## src/hw/rtl/ksel_pkg.sv

```systemverilog
package ksel_pkg;

  localparam int unsigned MAX_POINTS_DEF  = 1024;
  localparam int unsigned MAX_STENCIL_DEF = 64;
  localparam int unsigned COORD_BITS_DEF  = 16;
  localparam int unsigned SIZE_W          = 7;
  localparam int unsigned RAD_W           = 35;
  localparam logic [RAD_W-1:0] RAD_RESET  = '1;
  localparam logic [SIZE_W-1:0] SIZE_RESET = SIZE_W'(1);

  typedef enum logic [1:0] {
    REQ_APPEND = 2'd0,
    REQ_QUERY  = 2'd1,
    REQ_CLEAR  = 2'd2
  } req_e;

  typedef enum logic [1:0] {
    ST_OK      = 2'd0,
    ST_FULL    = 2'd1,
    ST_INVALID = 2'd2
  } status_e;

  typedef enum logic {
    CFG_SIZE   = 1'b0,
    CFG_RADIUS = 1'b1
  } cfg_e;

  typedef enum logic [1:0] {
    DOP_IDLE,
    DOP_FIRST,
    DOP_NEXT,
    DOP_LAST
  } dist_op_e;

  typedef enum logic [1:0] {
    AX_X = 2'd0,
    AX_Y = 2'd1,
    AX_Z = 2'd2
  } axis_e;

  typedef struct packed {
    dist_op_e op;
    axis_e    axis;
  } dist_ctrl_t;

  typedef enum logic [3:0] {
    S_IDLE,
    S_RESP,
    S_CEN,
    S_SC_RD,
    S_SC_X,
    S_SC_Y,
    S_SC_Z,
    S_SC_S,
    S_SC_CHK,
    S_TAIL,
    S_INS_RD,
    S_INS_CMP,
    S_EM_RD,
    S_EM_CHK
  } state_e;

endpackage

```

## src/hw/rtl/ksel_dist.sv

```systemverilog
module ksel_dist #(
  parameter int unsigned COORD_BITS = ksel_pkg::COORD_BITS_DEF
) (
  input  logic                      clk_i,
  input  logic                      rst_ni,
  input  ksel_pkg::dist_ctrl_t      ctrl_i,
  input  logic [3*COORD_BITS-1:0]   pt_i,
  input  logic [3*COORD_BITS-1:0]   cen_i,
  output logic [2*COORD_BITS+1:0]   dist_o
);
  import ksel_pkg::*;

  localparam int unsigned DIST_W = 2*COORD_BITS+2;

  logic signed [COORD_BITS-1:0] a, b;
  logic signed [COORD_BITS:0]   diff;
  logic [COORD_BITS-1:0]        mag;
  logic [2*COORD_BITS-1:0]      sq;
  logic [DIST_W-1:0]            prod_q, acc_q;

  always_comb begin
    case (ctrl_i.axis)
      AX_Y: begin
        a = pt_i[2*COORD_BITS-1:COORD_BITS];
        b = cen_i[2*COORD_BITS-1:COORD_BITS];
      end
      AX_Z: begin
        a = pt_i[3*COORD_BITS-1:2*COORD_BITS];
        b = cen_i[3*COORD_BITS-1:2*COORD_BITS];
      end
      default: begin
        a = pt_i[COORD_BITS-1:0];
        b = cen_i[COORD_BITS-1:0];
      end
    endcase
    diff = (COORD_BITS+1)'(a) - (COORD_BITS+1)'(b);
    // magnitude always fits COORD_BITS unsigned bits
    mag  = diff[COORD_BITS] ? COORD_BITS'(-diff) : COORD_BITS'(diff);
    sq   = mag * mag;
  end

  always_ff @(posedge clk_i or negedge rst_ni) begin
    if (!rst_ni) begin
      prod_q <= '0;
      acc_q  <= '0;
    end else begin
      case (ctrl_i.op)
        DOP_FIRST: begin
          prod_q <= DIST_W'(sq);
          acc_q  <= '0;
        end
        DOP_NEXT: begin
          prod_q <= DIST_W'(sq);
          acc_q  <= acc_q + prod_q;
        end
        DOP_LAST: acc_q <= acc_q + prod_q;
        default: ;
      endcase
    end
  end

  assign dist_o = acc_q;

endmodule

```

## config.mk

```make
export PLATFORM = sky130hd
export DESIGN_NAME = ksel_dist
export DESIGN_NICKNAME = d
export VERILOG_FILES = /design/src/hw/rtl/ksel_pkg.sv /design/src/hw/rtl/ksel_dist.sv
export SDC_FILE = /design/constraint.sdc
export NUM_CORES = 1
export LEC_CHECK = 0
export BUFFER_PORTS_ARGS = -buffer_cell sky130_fd_sc_hd__buf_4
export CAP_MARGIN = 10
export CELL_PAD_IN_SITES_DETAIL_PLACEMENT = 0
export CELL_PAD_IN_SITES_GLOBAL_PLACEMENT = 2
export CORE_AREA = 8 8 237 171
export CTS_BUF_LIST = sky130_fd_sc_hd__clkbuf_8 sky130_fd_sc_hd__clkbuf_16
export DETAILED_ROUTE_END_ITERATION = 6
export DIE_AREA = 0 0 245 179
export PLACE_DENSITY = 0.73
export REMOVE_ABC_BUFFERS = 1
export SLEW_MARGIN = 20
export SYNTH_ARGS = -nofsm -noshare
export SYNTH_HDL_FRONTEND = slang
export SYNTH_SLANG_ARGS = --single-unit
```

## constraint.sdc

```tcl
create_clock -name clk_i -period 5.1 [get_ports clk_i]
set_input_delay 0.51 -clock clk_i [delete_from_list [all_inputs] [get_ports clk_i]]
set_output_delay 0.51 -clock clk_i [all_outputs]
set_load 0.005 [all_outputs]
```

# [After elaboration in Yosys (flattened, before gate mapping)]
# Index checks and enable logic that the tools add are counted.
[word_totals] register_bits=66 latch_bits=0 ram_bits=0 romBits=0 inputBits=102 out_inout_bits=34 n_memories=0
[classes] n_addsub=3 mul=1 div=0 n_lt_le_gt_ge=0 n_eq_ne=5 shift=0 n_mux=4 n_bitwise=0 n_reduce_logical=3
[ops] operator="$pmux W34 S2" count=1
[ops] operator="$pmux W16 S2" count=2
[ops] operator="$add A34 B32 Y34" count=1
[ops] operator="$mul A16 B16 Y32" count=1
[ops] operator="$sub A16 B16 Y17" count=1
[ops] operator="$mux W16" count=1
[ops] operator="$neg A16 Y16" count=1
[ops] operator="$eq A2 B2 Y1 const B" count=3
[ops] operator="$eq A2 B1 Y1 const B" count=2
[ops] operator="$reduce_or A2 Y1" count=2
[ops] operator="$reduce_bool A2 Y1" count=1

# [Longest topological paths before layout]
# Gate-level depths: netlist of the first run.
[logic_depth] depth_word=6 mapped_depth=44 mapped_depth_nobuf=42

# [Worst setup path before layout of the first run]
# OpenSTA, ideal clock, no wires.
[synth_timing] kind="input to register" from="in ctrl_i[0] (netlist name)" to="reg prod_q[30]" arrival_ns=10.158 setup_slack_ns=-5.179 stages=40 n_path_buf=3 path_cell_list="inv_1 > ha_1 > clkbuf_1 > buf_1 > nor2_1 > a21oi_1 > ha_1 > inv_1 > fa_1 > a21o_1 > a221oi_2 > o21ai_1 > xor2_1 > or4b_4 > or3_4 > and2_1 > xnor2_2 > inv_1 > [... 4 more ...] > fa_1 > fa_1 > fa_1 > fa_1 > inv_1 > fa_1 > inv_1 > ha_1 > a21o_1 > a21o_1 > a21oi_1 > nand2_1 > a31oi_1 > o21ai_0 > a41oi_1 > a21boi_0 > or3_1 > a31o_2"
[synth_via] elab_chain_len=6 elab_cells_between_ends=8 classes_between="add/sub: 2; mul: 1; eq/ne: 2; mux: 3"
[synth_lines] element="from (decl)" line="ksel_dist.sv:6" source="input ksel_pkg::dist_ctrl_t ctrl_i,"
[synth_lines] element="$eq A2 B2 Y1 / $eq A2 B1 Y1 (equally long branches)" line="ksel_dist.sv:22" source="case (ctrl_i.axis)"
[synth_lines] element="$pmux W16 S2" line="ksel_dist.sv:22"
[synth_lines] element="$sub A16 B16 Y17 *" line="ksel_dist.sv:36" source="diff = (COORD_BITS+1)'(a) - (COORD_BITS+1)'(b);"
[synth_lines] element="$neg A16 Y16" line="ksel_dist.sv:38" source="mag = diff[COORD_BITS] ? COORD_BITS'(-diff) : COORD_BITS'(diff);"
[synth_lines] element="$mux W16 *" line="ksel_dist.sv:38"
[synth_lines] element="$mul A16 B16 Y32 *" line="ksel_dist.sv:39" source="sq = mag * mag;"
[synth_lines] element="to (signal assigned)" line="ksel_dist.sv:49" source="prod_q <= DIST_W'(sq);"
[synth_lines] element="to (signal assigned)" line="ksel_dist.sv:53" source="prod_q <= DIST_W'(sq);"
[synth_lines] element="to (decl)" line="ksel_dist.sv:19" source="logic [DIST_W-1:0] prod_q, acc_q;"
# Mark *: on every way between the ends. The rest lies on a longest branch, timed or not.
# A chain may end at the register's enable or synchronous reset.

# [Worst setup path after layout of the first run]
[layout_timing] from="in ctrl_i[1] (netlist name)" to="reg prod_q[31]"
# The elaborated chain is that of the path after synthesis.

==> results.md, run 1 <==
- Status: complete, but fails checks
- Violated checks: setup timing
- Initial DRC Count: 460
- Final WS setup: -4.01 ns
- Post-synth top area share: 0.260
- Finished Layout Cells: 2359
- I/O Buffers: 135
- Ys async rst share: 1.00
- Worst skew pair latency: roughly 0.34 ns
- Final Hold Violating Endpoints: 0
- H-tree Lvls: 3
- Ant. Diodes: 0
- CP required: 5.35 ns
- TritonCTS buffer count: 9
- Die W: approximately 250 um
- Chip height: ~180 um
- Crit path largest cell delay: roughly 0.55 ns
- Setup TNS Final: -86.74 ns
- F_max: between 100 and 150 MHz
- Clk slew on worst S/H paths: about 0.070 ns
- Seq cells post-synth: 65
- Fill cells: roughly 3600
- Slew Viols, Final: 0
- Fin util: 0.499
- Most frequent cells after synthesis: inv_1 (258), fa_1 (164), ha_1 (153)
- Relative slew slack: 0.438
- Layout cells sized above 1: 0.396
- Core Box Area: between 30000 and 40000 sq um
- CP max stage cell: fa_2
- RSZ-0062 raised after global routing: yes
- Synthesized cell area: about 13000 sq um
- Vias in the first global route: 12300
- Min Tclk post-route: 9.11 ns
- CTS tree: built
- # rows: just under 60
- WL final: between 30000 and 40000 um
- Io pins: between 100 and 150
- Largest net degree at the start of global routing: 66
- Cells after Synth: ~1400
- CP Capture Type: register
- WL per Instance: ~16 um
- Most common cell in the netlist: inv_1
- # clock sinks: 65
- DRT antenna net count: 0
- First-pass GRT wire length: approximately 62000 um
- Clk buf depth: 2
- Max Cap Viol: 0
- Cell taking the most area after synthesis: fa_1
- Final GP Congestion: 0.853
- Dominant synthesized flop cell: dfrtp_1
- DRC: 0
- P&R area growth vs syn: 44.8%
- GRT Total Usage: 0.173
- Cts hold-fix bufs: 0
- Synth cell types: 65
- Die area: approximately 44000 sq um
- Crit path kind: input pin to register
- Cells after DPL: around 2300
- Final setup vio count: 28
- Top cells by area, synth: fa_1 (26%), ha_1 (15%), dfrtp_1 (13%)
- Yosys warning count: 0
- Initial Util: 0.345
- Crit path arrival time: ~9.4 ns
- Via-to-Cell Ratio: 4.79
- DR pass1 iterations: 4
- CP max FO: 8
- Seq/Total Area, Yosys: 0.129
- Hpwl dp: slightly above 30000 um
- CP Launch Type: input pin
- Mean post-synth cell area: 8.77 sq um
- Routed vias: about 11000
- Global route overflow: 0
- Post-synth EDFFs: 0
- Final period util: 1.79
- Least-Margin Pin Slew: around 0.84 ns
- Antenna violations before repair: 0
- Layout Skew: 0.0106 ns
- Min-Delay Path Class: input pin to asynchronous set/reset pin
- Fin Hold WS: between 0.2 and 0.3 ns
- Nets: ~2300
- Root Driver: clkbuf_16
state kept, by name (all words and copies together) (netlist names):
name,cells
dist_o,34
prod_q,31
per-stage QoR:
step | setup WS [ns] | instance area [sq um]
global route | -4.41 | 18300
finish | -4.01 | 18300
detailed placement | -5.27 | 16100
CTS | -3.98 | 17900
floorplan | -5.53 | 12500
global placement | -5.16 | 16100
critical path: cells and delay by family:
| kind | cells | cell delay (ns) |
|---|---|---|
| AND/OR/NAND/NOR | 5 | 0.64 |
| AO/OA/AOI/OAI | 14 | 2.62 |
| buffers and inverters | 13 | 1.59 |
| XOR/XNOR | 2 | 0.27 |
| adder cells (fa/ha/maj) | 9 | 3.55 |
| multiplexers | 1 | 0.14 |
cell type report:
cell class | instances | area (sq um) | share of cell area
multi-input combinational | 1074 | 11100 | 0.608
timing repair buffer | 456 | 3650 | 0.200
sequential | 65 | 1630 | 0.0888
inverter | 260 | 987 | 0.0539
tap | 488 | 611 | 0.0334
clock buffer | 9 | 225 | 0.0123
clock inverter | 7 | 80.1 | 0.00437
path summary, 6_finish.rpt:
check                      cells after the start    endpoint  slack (ns)        from
setup / recovery                              44  prod_q[31]       -4.01   ctrl_i[1]
hold / removal                                 1   prod_q[5]        0.28      rst_ni
hold reg to reg                                1  prod_q[29]        0.51  prod_q[29]
max in group asynchronous                      1  dist_o[29]        4.27      rst_ni
setup reg to reg                              11  dist_o[31]        1.31   dist_o[2]
min in group clk_i                             1  prod_q[29]        0.51  prod_q[29]
cell families (layout without fill, tap and decap cells):
family | count (synthesis) | in the layout | synth area share
AO/OA/AOI/OAI | 305 | 305 | 0.166
XOR/XNOR | 86 | 86 | 0.0602
adder cells (fa/ha/maj) | 317 | 317 | 0.411
buffers and inverters | 303 | 732 | 0.0902
flip-flops | 65 | 65 | 0.129
multiplexers | 27 | 27 | 0.0236
AND/OR/NAND/NOR | 339 | 339 | 0.120
routing by layer:
layer / track usage / share of wire / vias to the layer above
met5: 0 / 0 / -
met4: 0.0282 / 0.014 / 0
met3: 0.0252 / 0.035 / 30
met2: 0.288 / 0.46 / 173
met1: 0.240 / 0.49 / 5464
li1: - / - / 5621
what timing repair did:
action                     4_1_cts  5_1_grt
gates cloned                     1        0
resized for setup              264       82
setup endpoints to repair       29       29
pin swaps                      157       95
setup buffers                   47       15
cell usage in the layout, fill, tap and decap left out, drive strengths merged, types with 7 or more instances in the layout:
| cell | n |
|---|---|
| buf | 456 |
| inv | 258 |
| fa | 164 |
| ha | 153 |
| nor2 | 122 |
| nand2 | 117 |
| dfrtp | 65 |
| a21oi | 65 |
| o21ai | 49 |
| xnor2 | 48 |
| a21o | 42 |
| xor2 | 38 |
| a22oi | 36 |
| a22o | 24 |
| mux2 | 23 |
| nand2b | 19 |
| nor3 | 17 |
| nand3 | 14 |
| a31oi | 13 |
| o21a | 11 |
| clkbuf | 9 |
| o31ai | 9 |
| a211oi | 9 |
| nor2b | 8 |
| or2 | 8 |
| and2 | 7 |
Power of run 1 is not shown: default switching activity piles up to over one toggle a cycle in this logic, so the estimate is an artifact.
==> inputs of run 2 (changes only) <==
--- a/config.mk
+++ b/config.mk
@@ -5,15 +5,16 @@
 export SDC_FILE = /design/constraint.sdc
 export NUM_CORES = 1
 export LEC_CHECK = 0
+export ABC_AREA = 1
 export BUFFER_PORTS_ARGS = -buffer_cell sky130_fd_sc_hd__buf_4
 export CAP_MARGIN = 10
 export CELL_PAD_IN_SITES_DETAIL_PLACEMENT = 0
 export CELL_PAD_IN_SITES_GLOBAL_PLACEMENT = 2
-export CORE_AREA = 8 8 237 171
+export CORE_AREA = 8 8 231 166
 export CTS_BUF_LIST = sky130_fd_sc_hd__clkbuf_8 sky130_fd_sc_hd__clkbuf_16
 export DETAILED_ROUTE_END_ITERATION = 6
-export DIE_AREA = 0 0 245 179
-export PLACE_DENSITY = 0.73
+export DIE_AREA = 0 0 239 174
+export PLACE_DENSITY = 0.85
 export REMOVE_ABC_BUFFERS = 1
 export SLEW_MARGIN = 20
 export SYNTH_ARGS = -nofsm -noshare
==> results.md, run 2 <==
- Status: complete, but fails checks
- Violated checks: setup timing
- Worst skew pair latency: 0.34 ns (about the same)
- Largest register FFs: 34 (unchanged)
- Max Cap Viol: 0 (unchanged)
- Min Tclk post-route: 8.14 ns (-0.970 ns)
- RR Startpoint: prod_q[0]
- Most common cell in the netlist: nand2_1
- Die W: 239 um (-2.4%)
- Reg-to-Reg End: dist_o[30]
- Synth cell types: 48 (-26%)
- Fill cells: 3295 (-7.5%)
- Vias in the first global route: 13700 (+12%)
- Initial DRC Count: 624 (+36%)
- F_max: 123 MHz (+12%)
- Dominant synthesized flop cell: dfrtp_1
- Layout Skew: 0.00838 ns (-0.00223 ns)
- Seq/Total Area, Yosys: 0.122 (-0.00704)
- Final Hold Violating Endpoints: 0 (unchanged)
- DR pass1 iterations: 5 (+1)
- Least-Margin Pin Slew: 0.856 ns (+0.0132 ns)
- Min-Delay Path Class: input pin to asynchronous set/reset pin
- Cells after Synth: 1817 (+26%)
- Setup TNS Final: -68.87 ns (+17.87 ns)
- Crit path arrival time: 8.36 ns (-1.00 ns)
- Routed vias: 13400 (+19%)
- Area after DPL: 17000 sq um (+5.5%)
- Top cells by area, synth: fa_1 (25%), ha_1 (14%), dfrtp_1 (12%)
- DRT antenna net count: 0 (unchanged)
- Via-to-Cell Ratio: 4.83 (+0.90%)
- Nets: 2706 (+18%)
- Clk buf depth: 2 (unchanged)
- # clock sinks: 65 (unchanged)
- Synthesized cell area: 13400 sq um (+5.8%)
- Global route overflow: 0 (unchanged)
- Seq cells post-synth: 65 (unchanged)
- Largest net degree at the start of global routing: 66 (unchanged)
- TritonCTS buffer count: 9 (unchanged)
- Cell mode on critical path: inv_2
- Most common cell after layout, fill and taps aside: buf_4
- CTS tree: built
- R2R Setup Slk: 2.07 ns (+0.76 ns)
- Most frequent cells after synthesis: nand2_1 (399), inv_1 (355), nor2_1 (172)
- Io pins: 136 (unchanged)
- Final GP Congestion: 0.900 (+5.5%)
- Crit path kind: input pin to register
- CP max FO: 5 (-3)
- Design area: 19900 sq um (+8.6%)
- Die area: 41600 sq um (-5.2%)
- Chip height: 174 um (-2.8%)
- I/O Buffers: 135 (unchanged)
- Ant. Diodes: 0 (unchanged)
- Clk slew on worst S/H paths: 0.06 ns (about the same)
- # rows: 58 (-1.7%)
- Ys async rst share: 1.00 (unchanged)
- Mean post-synth cell area: 7.36 sq um (-16%)
- Yosys warning count: 0 (unchanged)
- CP Launch Type: input pin
- Antenna violations before repair: 0 (unchanged)
- Fin util: 0.566 (+0.0673)
- Final WS setup: -3.04 ns (+0.970 ns)
- Most frequent cells in the layout: buf_4 (433), nand2_1 (331), inv_1 (296)
- Final period util: 1.60 (-0.190)
- Setup WS pre-CTS: -3.90 ns (+1.38 ns)
- CP Capture Type: register
- Cell taking the most area after synthesis: fa_1
- Hpwl dp: 36300 um (+17%)
- Root Driver: clkbuf_16
- Cts hold-fix bufs: 0 (unchanged)
- RSZ-0062 raised after global routing: yes
- Post-synth EDFFs: 0 (unchanged)
- WL final: 44200 um (+18%)
- Reg2reg path depth: 13 (+2)
- H-tree Lvls: 3 (unchanged)
- Crit path largest cell delay: 0.58 ns (+0.03 ns)
- Layout cells sized above 1: 0.380 (-0.0160)
- Relative slew slack: 0.430 (-0.00879)
- CP required: 5.32 ns (-0.03 ns)
- P&R area growth vs syn: 48.7%
- CP max stage cell: fa_2
- GRT Total Usage: 0.209 (+0.0364)
- Post-synth top area share: 0.245 (-0.0142)
- First-pass GRT wire length: 71100 um (+14%)
- Final setup vio count: 28 (unchanged)
- Initial Util: 0.381 (+0.0362)
- DRC: 0 (unchanged)
- Core Box Area: 35100 sq um (-4.3%)
- WL per Instance: 15.9 um (about the same)
- Slew Viols, Final: 0 (unchanged)
-- run 2: worst max path at each step --
stage          cells after the start  slack, ns       from    endpoint
2_1_floorplan                     39      -4.44  ctrl_i[0]  prod_q[27]
3_3_place_gp                      43      -3.81  ctrl_i[0]  prod_q[27]
3_5_place_dp                      43      -3.90  ctrl_i[0]  prod_q[27]
4_1_cts                           42      -2.91  ctrl_i[1]  prod_q[31]
5_1_grt                           42      -3.40  ctrl_i[0]  prod_q[21]
6_report                          42      -3.04  ctrl_i[0]  prod_q[21]
-- run 2: routing by layer --
layer,vias up,share of wire,global-route usage
met3,26,0.037,0.0229
met5,-,0,0
met2,220,0.48,0.347
met1,6448,0.48,0.300
li1,6689,-,-
met4,0,0.0079,0.0228
-- run 2: cells by family (layout without fill, tap and decap cells) --
kind of cell,count (synthesis),in the layout,share of synthesized area
AOI/OAI and AO/OA,313,313,0.139
xor gates and xnor gates,36,36,0.0247
adders and majority gates,317,317,0.389
buffers and inverters,405,880,0.117
DFF,65,65,0.122
and+or+nand+nor,681,681,0.210
-- run 2: worst max-delay path: cells and delay by family --
family / cells / cell delay, ns
buffers and inverters: 12 / 1.02
AO/OA/AOI/OAI: 7 / 1.16
XOR/XNOR: 1 / 0.24
adder cells (fa/ha/maj): 11 / 4.22
AND/OR/NAND/NOR: 11 / 1.22
-- run 2: final cells by class --
cell class | count | area [sq um] | area share
flip-flops and latches | 65 | 1630 | 0.0818
well taps | 480 | 601 | 0.0302
clock inverters | 6 | 58.8 | 0.00296
inverters | 365 | 1400 | 0.0701
multi-input cells | 1347 | 11800 | 0.595
repair buffers | 499 | 4130 | 0.208
clock buffers | 10 | 239 | 0.0120
-- run 2: through the flow --
step	hold WS, ns	cells
4_1_cts	0.308	2734
5_1_grt	0.365	2772
6_report	0.272	2772
3_3_place_gp	0.472	2681
2_1_floorplan	0.214	1777
3_5_place_dp	0.479	2681
-- run 2: timing repair --
item,in CTS,in global routing
gates resized for setup,228,301
pin swaps,109,159
gates cloned,1,0
setup endpoints to repair,28,28
setup buffers,38,42
Power of run 2 is left out for the same reason.
